**config.mk**
```make
export PLATFORM = sky130hd
export DESIGN_NAME = bounded_stack_with_replace
export DESIGN_NICKNAME = d
export VERILOG_FILES = /design/src/bsr_pkg.sv /design/src/bsr_cell.sv /design/src/bsr_pick.sv /design/src/bounded_stack_with_replace.sv
export SDC_FILE = /design/constraint.sdc
export NUM_CORES = 1
export LEC_CHECK = 0
export BUFFER_PORTS_ARGS = -buffer_cell sky130_fd_sc_hd__buf_4
export CORE_AREA = 2 2 193 195
export CTS_BUF_LIST = sky130_fd_sc_hd__clkbuf_16
export DETAILED_ROUTE_END_ITERATION = 10
export DIE_AREA = 0 0 195 197
export PLACE_DENSITY = 0.76
export SETUP_SLACK_MARGIN = 0.2
export SLEW_MARGIN = 20
export SYNTH_ARGS = -nofsm -noshare
export SYNTH_HDL_FRONTEND = slang
export SYNTH_HIERARCHICAL = 1
export SYNTH_SLANG_ARGS = --single-unit
```
**constraint.sdc**
```tcl
create_clock -name clk_i -period 5.45 [get_ports clk_i]
set_clock_uncertainty 0.05 [all_clocks]
set_input_delay 0 -clock clk_i [delete_from_list [all_inputs] [get_ports clk_i]]
set_output_delay 0 -clock clk_i [all_outputs]
set_load 0.02 [all_outputs]
```
**src/bsr_pkg.sv**
```systemverilog
`timescale 1ns / 1ps
`default_nettype none

package bsr_pkg;

  localparam int unsigned WORD_W          = 32;
  localparam int unsigned CMD_W           = 2;
  localparam int unsigned STATUS_W        = 2;
  localparam int unsigned FILL_W          = 4;
  localparam int unsigned DEF_STACK_DEPTH = 8;

  typedef logic signed [WORD_W-1:0] word_t;

  typedef enum logic [CMD_W-1:0] {
    CMD_PUSH    = 2'd0,
    CMD_POP     = 2'd1,
    CMD_PEEK    = 2'd2,
    CMD_REPLACE = 2'd3
  } cmd_e;

  typedef enum logic [STATUS_W-1:0] {
    STS_OK       = 2'd0,
    STS_OVERFLOW = 2'd1,
    STS_EMPTY    = 2'd2,
    STS_NOTFOUND = 2'd3
  } status_e;

  // Operation broadcast to every cell of the chain.
  typedef enum logic [2:0] {
    OP_HOLD,
    OP_PUSH,
    OP_POP,
    OP_CMP,
    OP_WRITE
  } cell_op_e;

  typedef struct packed {
    cell_op_e op;
    word_t    value;
    word_t    match;
  } cell_ctrl_t;

endpackage

`default_nettype wire

```
**src/bsr_cell.sv**
```systemverilog
`timescale 1ns / 1ps
`default_nettype none

// One stack slot. The cell nearer the top sits "up", the older one "down".
module bsr_cell (
  input  logic                clk_i,
  input  logic                rst_ni,
  input  bsr_pkg::cell_ctrl_t ctrl_i,
  input  logic                sel_i,
  input  bsr_pkg::word_t      up_data_i,
  input  logic                up_vld_i,
  input  bsr_pkg::word_t      dn_data_i,
  input  logic                dn_vld_i,
  output bsr_pkg::word_t      data_o,
  output logic                vld_o,
  output logic                hit_o
);
  import bsr_pkg::*;

  word_t data_q, data_d;
  logic  vld_q, vld_d;
  logic  hit_q, hit_d;

  always_comb begin
    data_d = data_q;
    vld_d  = vld_q;
    hit_d  = hit_q;
    case (ctrl_i.op)
      OP_PUSH: begin
        data_d = up_data_i;
        vld_d  = up_vld_i;
      end
      OP_POP: begin
        data_d = dn_data_i;
        vld_d  = dn_vld_i;
      end
      OP_CMP: begin
        hit_d = vld_q && (data_q == ctrl_i.match);
      end
      OP_WRITE: begin
        if (sel_i) begin
          data_d = ctrl_i.value;
        end
      end
      default: begin
      end
    endcase
  end

  always_ff @(posedge clk_i or negedge rst_ni) begin
    if (!rst_ni) begin
      vld_q <= 1'b0;
      hit_q <= 1'b0;
    end else begin
      vld_q <= vld_d;
      hit_q <= hit_d;
    end
  end

  always_ff @(posedge clk_i) begin
    data_q <= data_d;
  end

  assign data_o = data_q;
  assign vld_o  = vld_q;
  assign hit_o  = hit_q;

endmodule

`default_nettype wire

```
**src/bsr_pick.sv**
```systemverilog
`timescale 1ns / 1ps
`default_nettype none

// Select the oldest matching cell: the highest set index of the hit vector.
module bsr_pick #(
  parameter int unsigned STACK_DEPTH = bsr_pkg::DEF_STACK_DEPTH
) (
  input  logic [STACK_DEPTH-1:0] hit_i,
  output logic [STACK_DEPTH-1:0] sel_o,
  output logic                   any_o
);
  import bsr_pkg::*;

  logic [STACK_DEPTH-1:0] rev;
  logic [STACK_DEPTH-1:0] rev_low;

  always_comb begin
    for (int unsigned i = 0; i < STACK_DEPTH; i++) begin
      rev[i] = hit_i[STACK_DEPTH-1-i];
    end
  end

  // Isolate lowest set bit of the reversed vector.
  assign rev_low = rev & (~rev + {{(STACK_DEPTH-1){1'b0}}, 1'b1});

  always_comb begin
    for (int unsigned i = 0; i < STACK_DEPTH; i++) begin
      sel_o[i] = rev_low[STACK_DEPTH-1-i];
    end
  end

  assign any_o = |hit_i;

endmodule

`default_nettype wire

```
**src/bounded_stack_with_replace.sv**
```systemverilog
`timescale 1ns / 1ps
`default_nettype none

// Channel | Direction | Handshake                    | Payload
// --------+-----------+------------------------------+-----------------------------------
// in      | input     | in_valid_i / in_ready_o      | cmd_i, value_i, match_value_i
// out     | output    | out_valid_o / out_ready_i    | status_o, data_o, fill_level_o
//
// Push, pop and peek results are registered at the edge that accepts the
// request. Replace has every cell compare at the accepting edge; then, in the
// scan state, once the output register is free, the oldest matching cell is picked and rewritten.
// One request is in flight at a time; a new request is taken while the output
// register is empty or being drained in the same cycle.
// Reset clears the fill count, the cell valid bits and the output register;
// cell data is undefined until pushed. A stalled output holds the block.
module bounded_stack_with_replace #(
  parameter int unsigned STACK_DEPTH = bsr_pkg::DEF_STACK_DEPTH
) (
  input  logic                            clk_i,
  input  logic                            rst_ni,
  input  logic                            in_valid_i,
  output logic                            in_ready_o,
  input  logic [bsr_pkg::CMD_W-1:0]       cmd_i,
  input  bsr_pkg::word_t                  value_i,
  input  bsr_pkg::word_t                  match_value_i,
  output logic                            out_valid_o,
  input  logic                            out_ready_i,
  output logic [bsr_pkg::STATUS_W-1:0]    status_o,
  output bsr_pkg::word_t                  data_o,
  output logic [bsr_pkg::FILL_W-1:0]      fill_level_o
);
  import bsr_pkg::*;

  localparam int unsigned CNT_W = $clog2(STACK_DEPTH + 1);

  typedef enum logic {
    S_IDLE,
    S_SCAN
  } state_e;

  state_e             state_q;
  logic [CNT_W-1:0]   count_q;
  word_t              value_q;
  logic               out_valid_q;
  status_e            status_q;
  word_t              data_q;
  logic [FILL_W-1:0]  fill_q;

  // Chain of cells; cell 0 holds the top entry.
  cell_ctrl_t             ctrl;
  word_t                  cell_data [STACK_DEPTH];
  logic [STACK_DEPTH-1:0] cell_vld;
  logic [STACK_DEPTH-1:0] cell_hit;
  logic [STACK_DEPTH-1:0] cell_sel;
  logic                   hit_any;

  logic accept;
  logic out_free;
  logic out_load;
  logic full;
  logic empty;

  // Report the low bits of the count, zero-extended where the count is narrow.
  function automatic logic [FILL_W-1:0] fill_of(input logic [CNT_W-1:0] cnt);
    logic [CNT_W+FILL_W-1:0] ext;
    ext = {{FILL_W{1'b0}}, cnt};
    return ext[FILL_W-1:0];
  endfunction

  assign out_free   = !out_valid_q || out_ready_i;
  assign in_ready_o = (state_q == S_IDLE) && out_free;
  assign accept     = in_valid_i && in_ready_o;
  assign full       = cell_vld[STACK_DEPTH-1];
  assign empty      = !cell_vld[0];

  // A result enters the output register on a direct command or at the end of
  // a replace scan.
  assign out_load   = (accept && (cmd_e'(cmd_i) != CMD_REPLACE)) ||
                      (state_q == S_SCAN && out_free);

  // Broadcast operation to the chain.
  always_comb begin
    ctrl.op    = OP_HOLD;
    ctrl.value = value_i;
    ctrl.match = match_value_i;
    if (accept) begin
      case (cmd_e'(cmd_i))
        CMD_PUSH:    if (!full)  ctrl.op = OP_PUSH;
        CMD_POP:     if (!empty) ctrl.op = OP_POP;
        CMD_REPLACE: ctrl.op = OP_CMP;
        default:     ctrl.op = OP_HOLD;
      endcase
    end else if (state_q == S_SCAN && out_free) begin
      ctrl.op    = OP_WRITE;
      ctrl.value = value_q;
    end
  end

  for (genvar i = 0; i < STACK_DEPTH; i++) begin : g_cell
    word_t up_data, dn_data;
    logic  up_vld, dn_vld;

    if (i == 0) begin : g_top
      assign up_data = value_i;
      assign up_vld  = 1'b1;
    end else begin : g_mid_up
      assign up_data = cell_data[i-1];
      assign up_vld  = cell_vld[i-1];
    end

    if (i == STACK_DEPTH - 1) begin : g_bottom
      assign dn_data = '0;
      assign dn_vld  = 1'b0;
    end else begin : g_mid_dn
      assign dn_data = cell_data[i+1];
      assign dn_vld  = cell_vld[i+1];
    end

    bsr_cell u_cell (
      .clk_i     (clk_i),
      .rst_ni    (rst_ni),
      .ctrl_i    (ctrl),
      .sel_i     (cell_sel[i]),
      .up_data_i (up_data),
      .up_vld_i  (up_vld),
      .dn_data_i (dn_data),
      .dn_vld_i  (dn_vld),
      .data_o    (cell_data[i]),
      .vld_o     (cell_vld[i]),
      .hit_o     (cell_hit[i])
    );
  end

  bsr_pick #(
    .STACK_DEPTH (STACK_DEPTH)
  ) u_pick (
    .hit_i (cell_hit),
    .sel_o (cell_sel),
    .any_o (hit_any)
  );

  // Control and output register.
  always_ff @(posedge clk_i or negedge rst_ni) begin
    if (!rst_ni) begin
      state_q     <= S_IDLE;
      count_q     <= '0;
      value_q     <= '0;
      out_valid_q <= 1'b0;
      status_q    <= STS_OK;
      data_q      <= '0;
      fill_q      <= '0;
    end else begin
      // load a fresh result, or drain the output register when taken
      if (out_load) begin
        out_valid_q <= 1'b1;
      end else if (out_valid_q && out_ready_i) begin
        out_valid_q <= 1'b0;
      end
      case (state_q)
        S_IDLE: begin
          if (accept) begin
            case (cmd_e'(cmd_i))
              CMD_PUSH: begin
                data_q <= '0;
                if (full) begin
                  status_q <= STS_OVERFLOW;
                  fill_q   <= fill_of(count_q);
                end else begin
                  status_q <= STS_OK;
                  count_q  <= count_q + CNT_W'(1);
                  fill_q   <= fill_of(count_q + CNT_W'(1));
                end
              end
              CMD_POP: begin
                if (empty) begin
                  status_q <= STS_EMPTY;
                  data_q   <= '0;
                  fill_q   <= fill_of(count_q);
                end else begin
                  status_q <= STS_OK;
                  data_q   <= cell_data[0];
                  count_q  <= count_q - CNT_W'(1);
                  fill_q   <= fill_of(count_q - CNT_W'(1));
                end
              end
              CMD_PEEK: begin
                fill_q <= fill_of(count_q);
                if (empty) begin
                  status_q <= STS_EMPTY;
                  data_q   <= '0;
                end else begin
                  status_q <= STS_OK;
                  data_q   <= cell_data[0];
                end
              end
              CMD_REPLACE: begin
                // hold the new word for the rewrite cycle
                value_q <= value_i;
                state_q <= S_SCAN;
              end
              default: begin
              end
            endcase
          end
        end
        S_SCAN: begin
          if (out_free) begin
            status_q <= hit_any ? STS_OK : STS_NOTFOUND;
            data_q   <= '0;
            fill_q   <= fill_of(count_q);
            state_q  <= S_IDLE;
          end
        end
        default: begin
          state_q <= S_IDLE;
        end
      endcase
    end
  end

  assign out_valid_o  = out_valid_q;
  assign status_o     = status_q;
  assign data_o       = data_q;
  assign fill_level_o = fill_q;

  // Valid bits of the chain must track the fill count.
  a_count_matches_cells: assert property (
    @(posedge clk_i) disable iff (!rst_ni)
    $countones(cell_vld) == int'(count_q)
  ) else $error("cell valid bits disagree with fill count");

  // Occupied cells form a contiguous run from the top.
  a_cells_contiguous: assert property (
    @(posedge clk_i) disable iff (!rst_ni)
    ((cell_vld + {{(STACK_DEPTH-1){1'b0}}, 1'b1}) & cell_vld) == '0
  ) else $error("cell valid bits are not contiguous");

  // At most one cell is rewritten by a replace.
  a_single_write: assert property (
    @(posedge clk_i) disable iff (!rst_ni)
    state_q == S_SCAN |-> $onehot0(cell_sel)
  ) else $error("replace selects more than one cell");

  // A replace always leaves the scan state with a result once output is free.
  a_scan_finishes: assert property (
    @(posedge clk_i) disable iff (!rst_ni)
    (state_q == S_SCAN && out_free) |=> (out_valid_q && state_q == S_IDLE)
  ) else $error("replace result not produced");

endmodule

`default_nettype wire

```
==> results.yml, run 1 <==
outcome:
  status: "finished, final reports clean"
logic_synthesis:
  synth_largest_type_area_fraction: 0.389
  top_cell_type_by_total_area_after_synthesis: "sky130_fd_sc_hd__edfxtp_1"
  postSynthAreaPerCell_um2: 10.3
  postSynthCellCount: 1923
  synth.cell_area_um2: 19800
  yosysMostFrequentCell: "sky130_fd_sc_hd__nand2_1"
  synth-edff-count: 256
  yosys-top-cells-count: "sky130_fd_sc_hd__nand2_1 (595), sky130_fd_sc_hd__a22oi_1 (256), sky130_fd_sc_hd__edfxtp_1 (256), sky130_fd_sc_hd__xor2_1 (249), sky130_fd_sc_hd__dfrtp_1 (92)"
  asyncSetResetFlopFracSynth: 0.264
  synth-seq-cells: 348
  postSynth.topFlopCell: "sky130_fd_sc_hd__edfxtp_1"
  yosys_warnings: 6
  synth_cell_type_count: 58
  synth.yosys.seq_area_share: 0.505
  yosys-top-cells-area: "sky130_fd_sc_hd__edfxtp_1 (39%), sky130_fd_sc_hd__dfrtp_1 (12%), sky130_fd_sc_hd__nand2_1 (11%), sky130_fd_sc_hd__xor2_1 (11%), sky130_fd_sc_hd__a22oi_1 (9.7%)"
die:
  core_region_area_um2: 36300
  die_height_um: 197
  floorplan.die.width_um: 195
  fp-row-count: 70
  die_area_um2: 38400
  start_util: 0.545
  design.portCount: 110
drt:
  drt_drc_violations_left: 0
  routed_wire_length_per_instance_um: 21.9
  final_antenna_net_count: 0
  drt_iter0_drc: 1974
  routed-via-count: 15905
  avgViaCountPerCell: 6.13
  first_pass_iters: 6
  detail_route.wirelength_um: 56900
placed_design:
  gp_congestion: 0.892
  pre_cts_ws_ps: 1620
  detailed_place.area_um2: 21200
  io_buffer_count: 109
  dp_hpwl_um: 42000
  dp_cells: 2475
grt:
  grt_overflow_total: 0
  grt_util_all_layers: 0.294
  grt_start_max_net_pins: 56
  number_of_global_route_vias_before_repair: 15609
  initial_antenna_violation_count: 0
  wire_length_of_the_first_global_routing_pass_um: 88100
clock_tree:
  clock_insertion_delay_worst_skew_ps: 540
  cts_made_buffers: 38
  cts.repair_timing.setup_buffer_count: 0
  htree_num_levels: 2
  tritoncts_sinks: 348
  clkSlewWorstSetupHoldPaths_ps: 60
  tritoncts_clock_tree: "yes"
  clockRootBuffer: "sky130_fd_sc_hd__clkbuf_16"
  clockBufferDepth: 3
finish:
  insertedDiodeCount: 0
  postLayoutCellArea_um2: 22900
  finish.cell_count_without_fillers: 2593
  seq_area_um2: 9990
  multi_input_comb_area_um2: 9480
  n_fill_cell: 2858
  flow.area_growth_from_synthesis_pct: 15.8
  total_nets_final: 2172
  final_layout_size_suffix_gt1_frac: 0.143
sta:
  worst_pin_slew_ps: 1080
  timing_max_transition_violations_final: 0
  setup_viol: 0
  period_share: 0.841
  fin_crit_period_ps: 4580
  fin_hold_viols: 0
  post-route-worst-setup-slack_ps: 868
  worst_slew_margin_rel: 0.276
  rsz0062_at_grt: "no"
  fmax_mhz: 218
  final.setup.tns_ps: 0
worst_setup_path:
  worst_case_register_to_register_setup_slack_ps: 870
  worst_setup_path_category: "register to register"
  worst-path-max-fanout: 23
  setup.worst_path.start_class: "register"
  setup.worst_path.end_class: "register"
  crit_required_ps: 5840
  cp_data_arrival_time_ps: 4970
power:
  p_leak_nw: 9.53
  power_density_nw_per_um2: 339
  max-vdd-ir-drop_uv: 183
  design_power_total_w: 0.00775
job:
  maxCapViolations: 0
hold_path:
  path_class_of_the_lowest_slack_min_delay_path: "primary input to register"
kinds of logic (layout without fill, tap and decap cells):
group | count (synthesis) | in the layout | synth area share
other | 2 | 34 | 0.000380
buffers and inverters | 106 | 276 | 0.0296
muxes | 65 | 65 | 0.0370
and+or+nand+nor | 776 | 776 | 0.177
adders and majority gates | 6 | 6 | 0.00380
xor gates and xnor gates | 261 | 261 | 0.116
AOI/OAI and AO/OA | 359 | 359 | 0.131
DFF | 348 | 348 | 0.505
report_power, final:
| group | leakage [nW] | switching (W) | internal, W |
|---|---|---|---|
| combinational | 5.38 | 0.00103 | 0.000673 |
| sequential | 3.53 | 0.000329 | 0.00329 |
| clock | 0.619 | 0.00105 | 0.00139 |
worst max-delay path: stages, from the launching register on:
cell	delay, ps
sky130_fd_sc_hd__dfrtp_1	610
sky130_fd_sc_hd__inv_2	230
sky130_fd_sc_hd__nand3_1	260
sky130_fd_sc_hd__a21oi_4	900
sky130_fd_sc_hd__buf_4	440
sky130_fd_sc_hd__nand3b_1	150
sky130_fd_sc_hd__nor4_1	320
sky130_fd_sc_hd__dlygate4sd3_1	600
sky130_fd_sc_hd__nand4_1	90
sky130_fd_sc_hd__dlygate4sd3_1	600
sky130_fd_sc_hd__o31ai_1	220
metrics by stage:
stage	util	hold WS (ps)
final	0.631	21.9
after floorplan	-	-346
after detailed placement	0.584	-43.4
after global placement	0.584	-43.5
after CTS	0.630	7.28
after global routing	0.631	35.7
cell type report:
type                       instances  area share
clock inverter                    30     0.00777
inverter                           8     0.00131
multi-input combinational       1501       0.414
clock buffer                      39      0.0427
timing repair buffer             199      0.0719
sequential                       348       0.437
tap                              468      0.0256
layer usage:
metal | vias to the layer above | share of wire | GRT usage | wire, µm
li1 | 7255 | - | - | -
met1 | 7692 | 0.41 | 0.408 | 23400
met2 | 872 | 0.47 | 0.482 | 26500
met3 | 86 | 0.092 | 0.0373 | 5240
met4 | 0 | 0.029 | 0.0970 | 1670
met5 | - | 0 | 0 | 0
path summary, 6_finish.rpt:
path,from,to,cells past startpoint
max,state_q$_DFF_PN0_,g_cell[6].u_cell/hit_o$_DFFE_PN0N_,10
min,match_value_i[17],g_cell[4].u_cell/hit_o$_DFFE_PN0N_,5
max reg2reg,state_q$_DFF_PN0_,g_cell[6].u_cell/hit_o$_DFFE_PN0N_,10
min reg2reg,data_o[4]$_DFFE_PN0P_,data_o[4]$_DFFE_PN0P_,2
max in group asynchronous,rst_ni,g_cell[6].u_cell/vld_o$_DFFE_PN0P_,4
min in group asynchronous,rst_ni,data_o[27]$_DFFE_PN0P_,4
registers in the layout, indices dropped and copies added, names as in the netlist:
| name | count |
|---|---|
| state_q | 1 |
| out_valid_o | 1 |
| g_cell.u_cell/data_o | 256 |
| data_o | 32 |
| g_cell.u_cell/vld_o | 8 |
| count_q | 4 |
| status_o | 2 |
| g_cell.u_cell/hit_o | 8 |
| fill_level_o | 4 |
| value_q | 32 |
repair_timing:
item | 4_1_cts | 5_1_grt
gates resized for setup | 0 | 0
hold endpoints to repair | 115 | 0
hold buffers | 48 | 0
cells in the final DEF, fill, tap and decap left out, types with 8 or more instances in the layout:
| master | synthesis | layout |
|---|---|---|
| sky130_fd_sc_hd__nor4_1 | 65 | 65 |
| sky130_fd_sc_hd__conb_1 | 2 | 34 |
| sky130_fd_sc_hd__o21ai_0 | 37 | 37 |
| sky130_fd_sc_hd__a21oi_1 | 15 | 13 |
| sky130_fd_sc_hd__o22a_1 | 16 | 16 |
| sky130_fd_sc_hd__inv_1 | 7 | 19 |
| sky130_fd_sc_hd__xnor2_1 | 12 | 12 |
| sky130_fd_sc_hd__nand3_1 | 20 | 20 |
| sky130_fd_sc_hd__nand2b_1 | 19 | 19 |
| sky130_fd_sc_hd__nand2_1 | 595 | 595 |
| sky130_fd_sc_hd__nand3b_1 | 9 | 9 |
| sky130_fd_sc_hd__clkinv_1 | 0 | 8 |
| sky130_fd_sc_hd__nor2_1 | 18 | 10 |
| sky130_fd_sc_hd__a21o_1 | 8 | 8 |
| sky130_fd_sc_hd__o31ai_1 | 10 | 10 |
| sky130_fd_sc_hd__nand4_1 | 8 | 8 |
| sky130_fd_sc_hd__nor3b_4 | 0 | 16 |
| sky130_fd_sc_hd__mux2_2 | 61 | 61 |
| sky130_fd_sc_hd__edfxtp_1 | 256 | 256 |
| sky130_fd_sc_hd__a22oi_1 | 256 | 256 |
| sky130_fd_sc_hd__xor2_1 | 249 | 249 |
| sky130_fd_sc_hd__buf_4 | 7 | 150 |
| sky130_fd_sc_hd__clkbuf_16 | 0 | 39 |
| sky130_fd_sc_hd__dfrtp_1 | 92 | 92 |
| sky130_fd_sc_hd__dlygate4sd3_1 | 0 | 47 |
No activity file was read; power rests on OpenSTA's default activity.
==> run 2: changes to the inputs <==
--- a/config.mk
+++ b/config.mk
@@ -10,7 +10,7 @@
 export CTS_BUF_LIST = sky130_fd_sc_hd__clkbuf_16
 export DETAILED_ROUTE_END_ITERATION = 10
 export DIE_AREA = 0 0 195 197
-export PLACE_DENSITY = 0.76
+export PLACE_DENSITY = 0.79
 export SETUP_SLACK_MARGIN = 0.2
 export SLEW_MARGIN = 20
 export SYNTH_ARGS = -nofsm -noshare
==> constraint.sdc (replaced) <==
create_clock -name clk_i -period 3.9 [get_ports clk_i]
set_clock_uncertainty 0.05 [all_clocks]
set_input_delay 0 -clock clk_i [delete_from_list [all_inputs] [get_ports clk_i]]
set_output_delay 0 -clock clk_i [all_outputs]
set_load 0.02 [all_outputs]
==> results.yml, run 2 (synthesis results as in run 1) <==
worst_setup_path:
  setup.worst_path.start_class: "register"
  setup.worst_path.end_class: "register"
  crit_required_ps: 4020
  critical_path.most_common_cell: "sky130_fd_sc_hd__buf_4"
  worstRegToRegCells: 8
  cp_data_arrival_time_ps: 3250
  worst_setup_path_category: "register to register"
  worst_path_largest_cell_delay_ps: 630
  path_buf_inv: 2
  worst_path_max_delay_cell: "sky130_fd_sc_hd__a21oi_4"
  worst-path-max-fanout: 32
  worstPathCellList: "or2b_2 -> nand3_1 -> a21oi_4 -> buf_4 -> nand2b_1 -> a21oi_1 -> a21o_1 -> buf_4"
  critical_path_cell_count: 8
  critPathTopFamily: "compound AO/OA/AOI/OAI gates"
power:
  seq_power_share: 0.468
  clock_power_share: 0.311
  net-switching-power_w: 0.00336
  power_density_nw_per_um2: 473
  p_leak_nw: 9.51
  sw_frac_of_total: 0.310
  combinationalPowerShare: 0.221
  max-vdd-ir-drop_uv: 268
  internal-power_w: 0.00745
finish:
  total_nets_final: 2168
  n_fill_cell: 2864
  final_layout_size_suffix_gt1_frac: 0.144
  multi_input_comb_area_um2: 9470
  flow.area_growth_from_synthesis_pct: 15.6
  mostFrequentLayoutCells: "sky130_fd_sc_hd__nand2_1 (595), sky130_fd_sc_hd__a22oi_1 (256), sky130_fd_sc_hd__edfxtp_1 (256), sky130_fd_sc_hd__xor2_1 (249), sky130_fd_sc_hd__buf_4 (149)"
  finish.cell_count_without_fillers: 2591
  final_common_cell: "sky130_fd_sc_hd__nand2_1"
  seq_area_um2: 9990
  largest_register_ff_count: 256
clock_tree:
  cts.repair_timing.setup_buffer_count: 0
  htree_num_levels: 2
  cts_made_buffers: 37
  clock_insertion_delay_worst_skew_ps: 530
  cts_resized: 0
  tritoncts_sinks: 348
  cts_hold_repair.buffers: 42
  tritoncts_clock_tree: "yes"
  clockRootBuffer: "sky130_fd_sc_hd__clkbuf_16"
  clockBufferDepth: 3
  clkSlewWorstSetupHoldPaths_ps: 60
drt:
  final_antenna_net_count: 0
  routed-via-count: 16139
  drt_drc_violations_left: 0
  first_pass_iters: 8
  detail_route.wirelength_um: 57300
  drt_iter0_drc: 2220
  routed_wire_length_per_instance_um: 22.1
  avgViaCountPerCell: 6.23
grt:
  initial_antenna_violation_count: 3
  wire_length_of_the_first_global_routing_pass_um: 88300
  grt_util_all_layers: 0.294
  grt_overflow_total: 0
  number_of_global_route_vias_before_repair: 15569
  grt_start_max_net_pins: 76
job:
  maxCapViolations: 0
hold_path:
  path_class_of_the_lowest_slack_min_delay_path: "primary input to asynchronous set/reset pin"
sta:
  fmax_mhz: 320
  worst_slew_margin_rel: 0.356
  worst_hold_slack_ps: 8.34
  fin_hold_viols: 0
  rsz0062_at_grt: "no"
  fin_crit_period_ps: 3130
  worst_pin_slew_ps: 966
  final.setup.tns_ps: 0
  period_share: 0.803
  setup_viol: 0
  timing_max_transition_violations_final: 0
placed_design:
  dp_hpwl_um: 42700
  gp_congestion: 0.927
  io_buffer_count: 109
  dp_cells: 2478
die:
  fp-row-count: 70
  start_util: 0.545
  die_height_um: 197
  die_area_um2: 38400
  core_region_area_um2: 36300
  floorplan.die.width_um: 195
  design.portCount: 110
outcome:
  status: "finished, final reports clean"
run 2: power groups by stage:
stage               Combinational, W  Sequential (W)  Clock (W)
global route                 0.00260         0.00511    0.00353
finish                       0.00239         0.00505    0.00336
detailed placement           0.00231         0.00511          0
global placement             0.00223         0.00509          0
floorplan                    0.00144         0.00508          0
CTS                          0.00236         0.00504    0.00339
run 2: per-stage QoR:
stage / utilization / worst slack [ps] / total power, W / area [µm²]
6_report: 0.630 / 770 / 0.0108 / 22800
3_3_place_gp: 0.586 / 790 / 0.00732 / 21300
5_1_grt: 0.630 / 636 / 0.0112 / 22800
2_1_floorplan: - / 466 / 0.00652 / 19900
3_5_place_dp: 0.586 / 650 / 0.00742 / 21300
4_1_cts: 0.629 / 607 / 0.0108 / 22800
run 2: worst paths after layout:
kind	start	to	slack, ps
max reg2reg	out_valid_o$_DFFE_PN0P_	g_cell[7].u_cell/data_o[30]$_DFFE_PP_	770
min	rst_ni	data_o[26]$_DFFE_PN0P_	8
max in group asynchronous	rst_ni	value_q[3]$_DFFE_PN0P_	3040
min in group clk_i	match_value_i[24]	g_cell[7].u_cell/hit_o$_DFFE_PN0N_	30
min reg2reg	data_o[17]$_DFFE_PN0P_	data_o[17]$_DFFE_PN0P_	430
max	out_valid_o$_DFFE_PN0P_	g_cell[7].u_cell/data_o[30]$_DFFE_PP_	770
run 2: per-layer routing:
metal | vias up | GRT usage | routed length (µm) | share of wire
met2 | 1008 | 0.454 | 25600 | 0.45
met3 | 132 | 0.0375 | 5860 | 0.10
met1 | 7757 | 0.419 | 23500 | 0.41
li1 | 7242 | - | - | -
met4 | 0 | 0.129 | 2310 | 0.040
met5 | - | 0 | 0 | 0
run 2: area by class of cell:
class	count	area share
well taps	468	0.0256
repair buffers	196	0.0710
flip-flops and latches	348	0.437
diodes	3	0.000329
multi-input cells	1501	0.414
clock buffers	38	0.0416
clock inverters	29	0.00865
inverters	8	0.00131
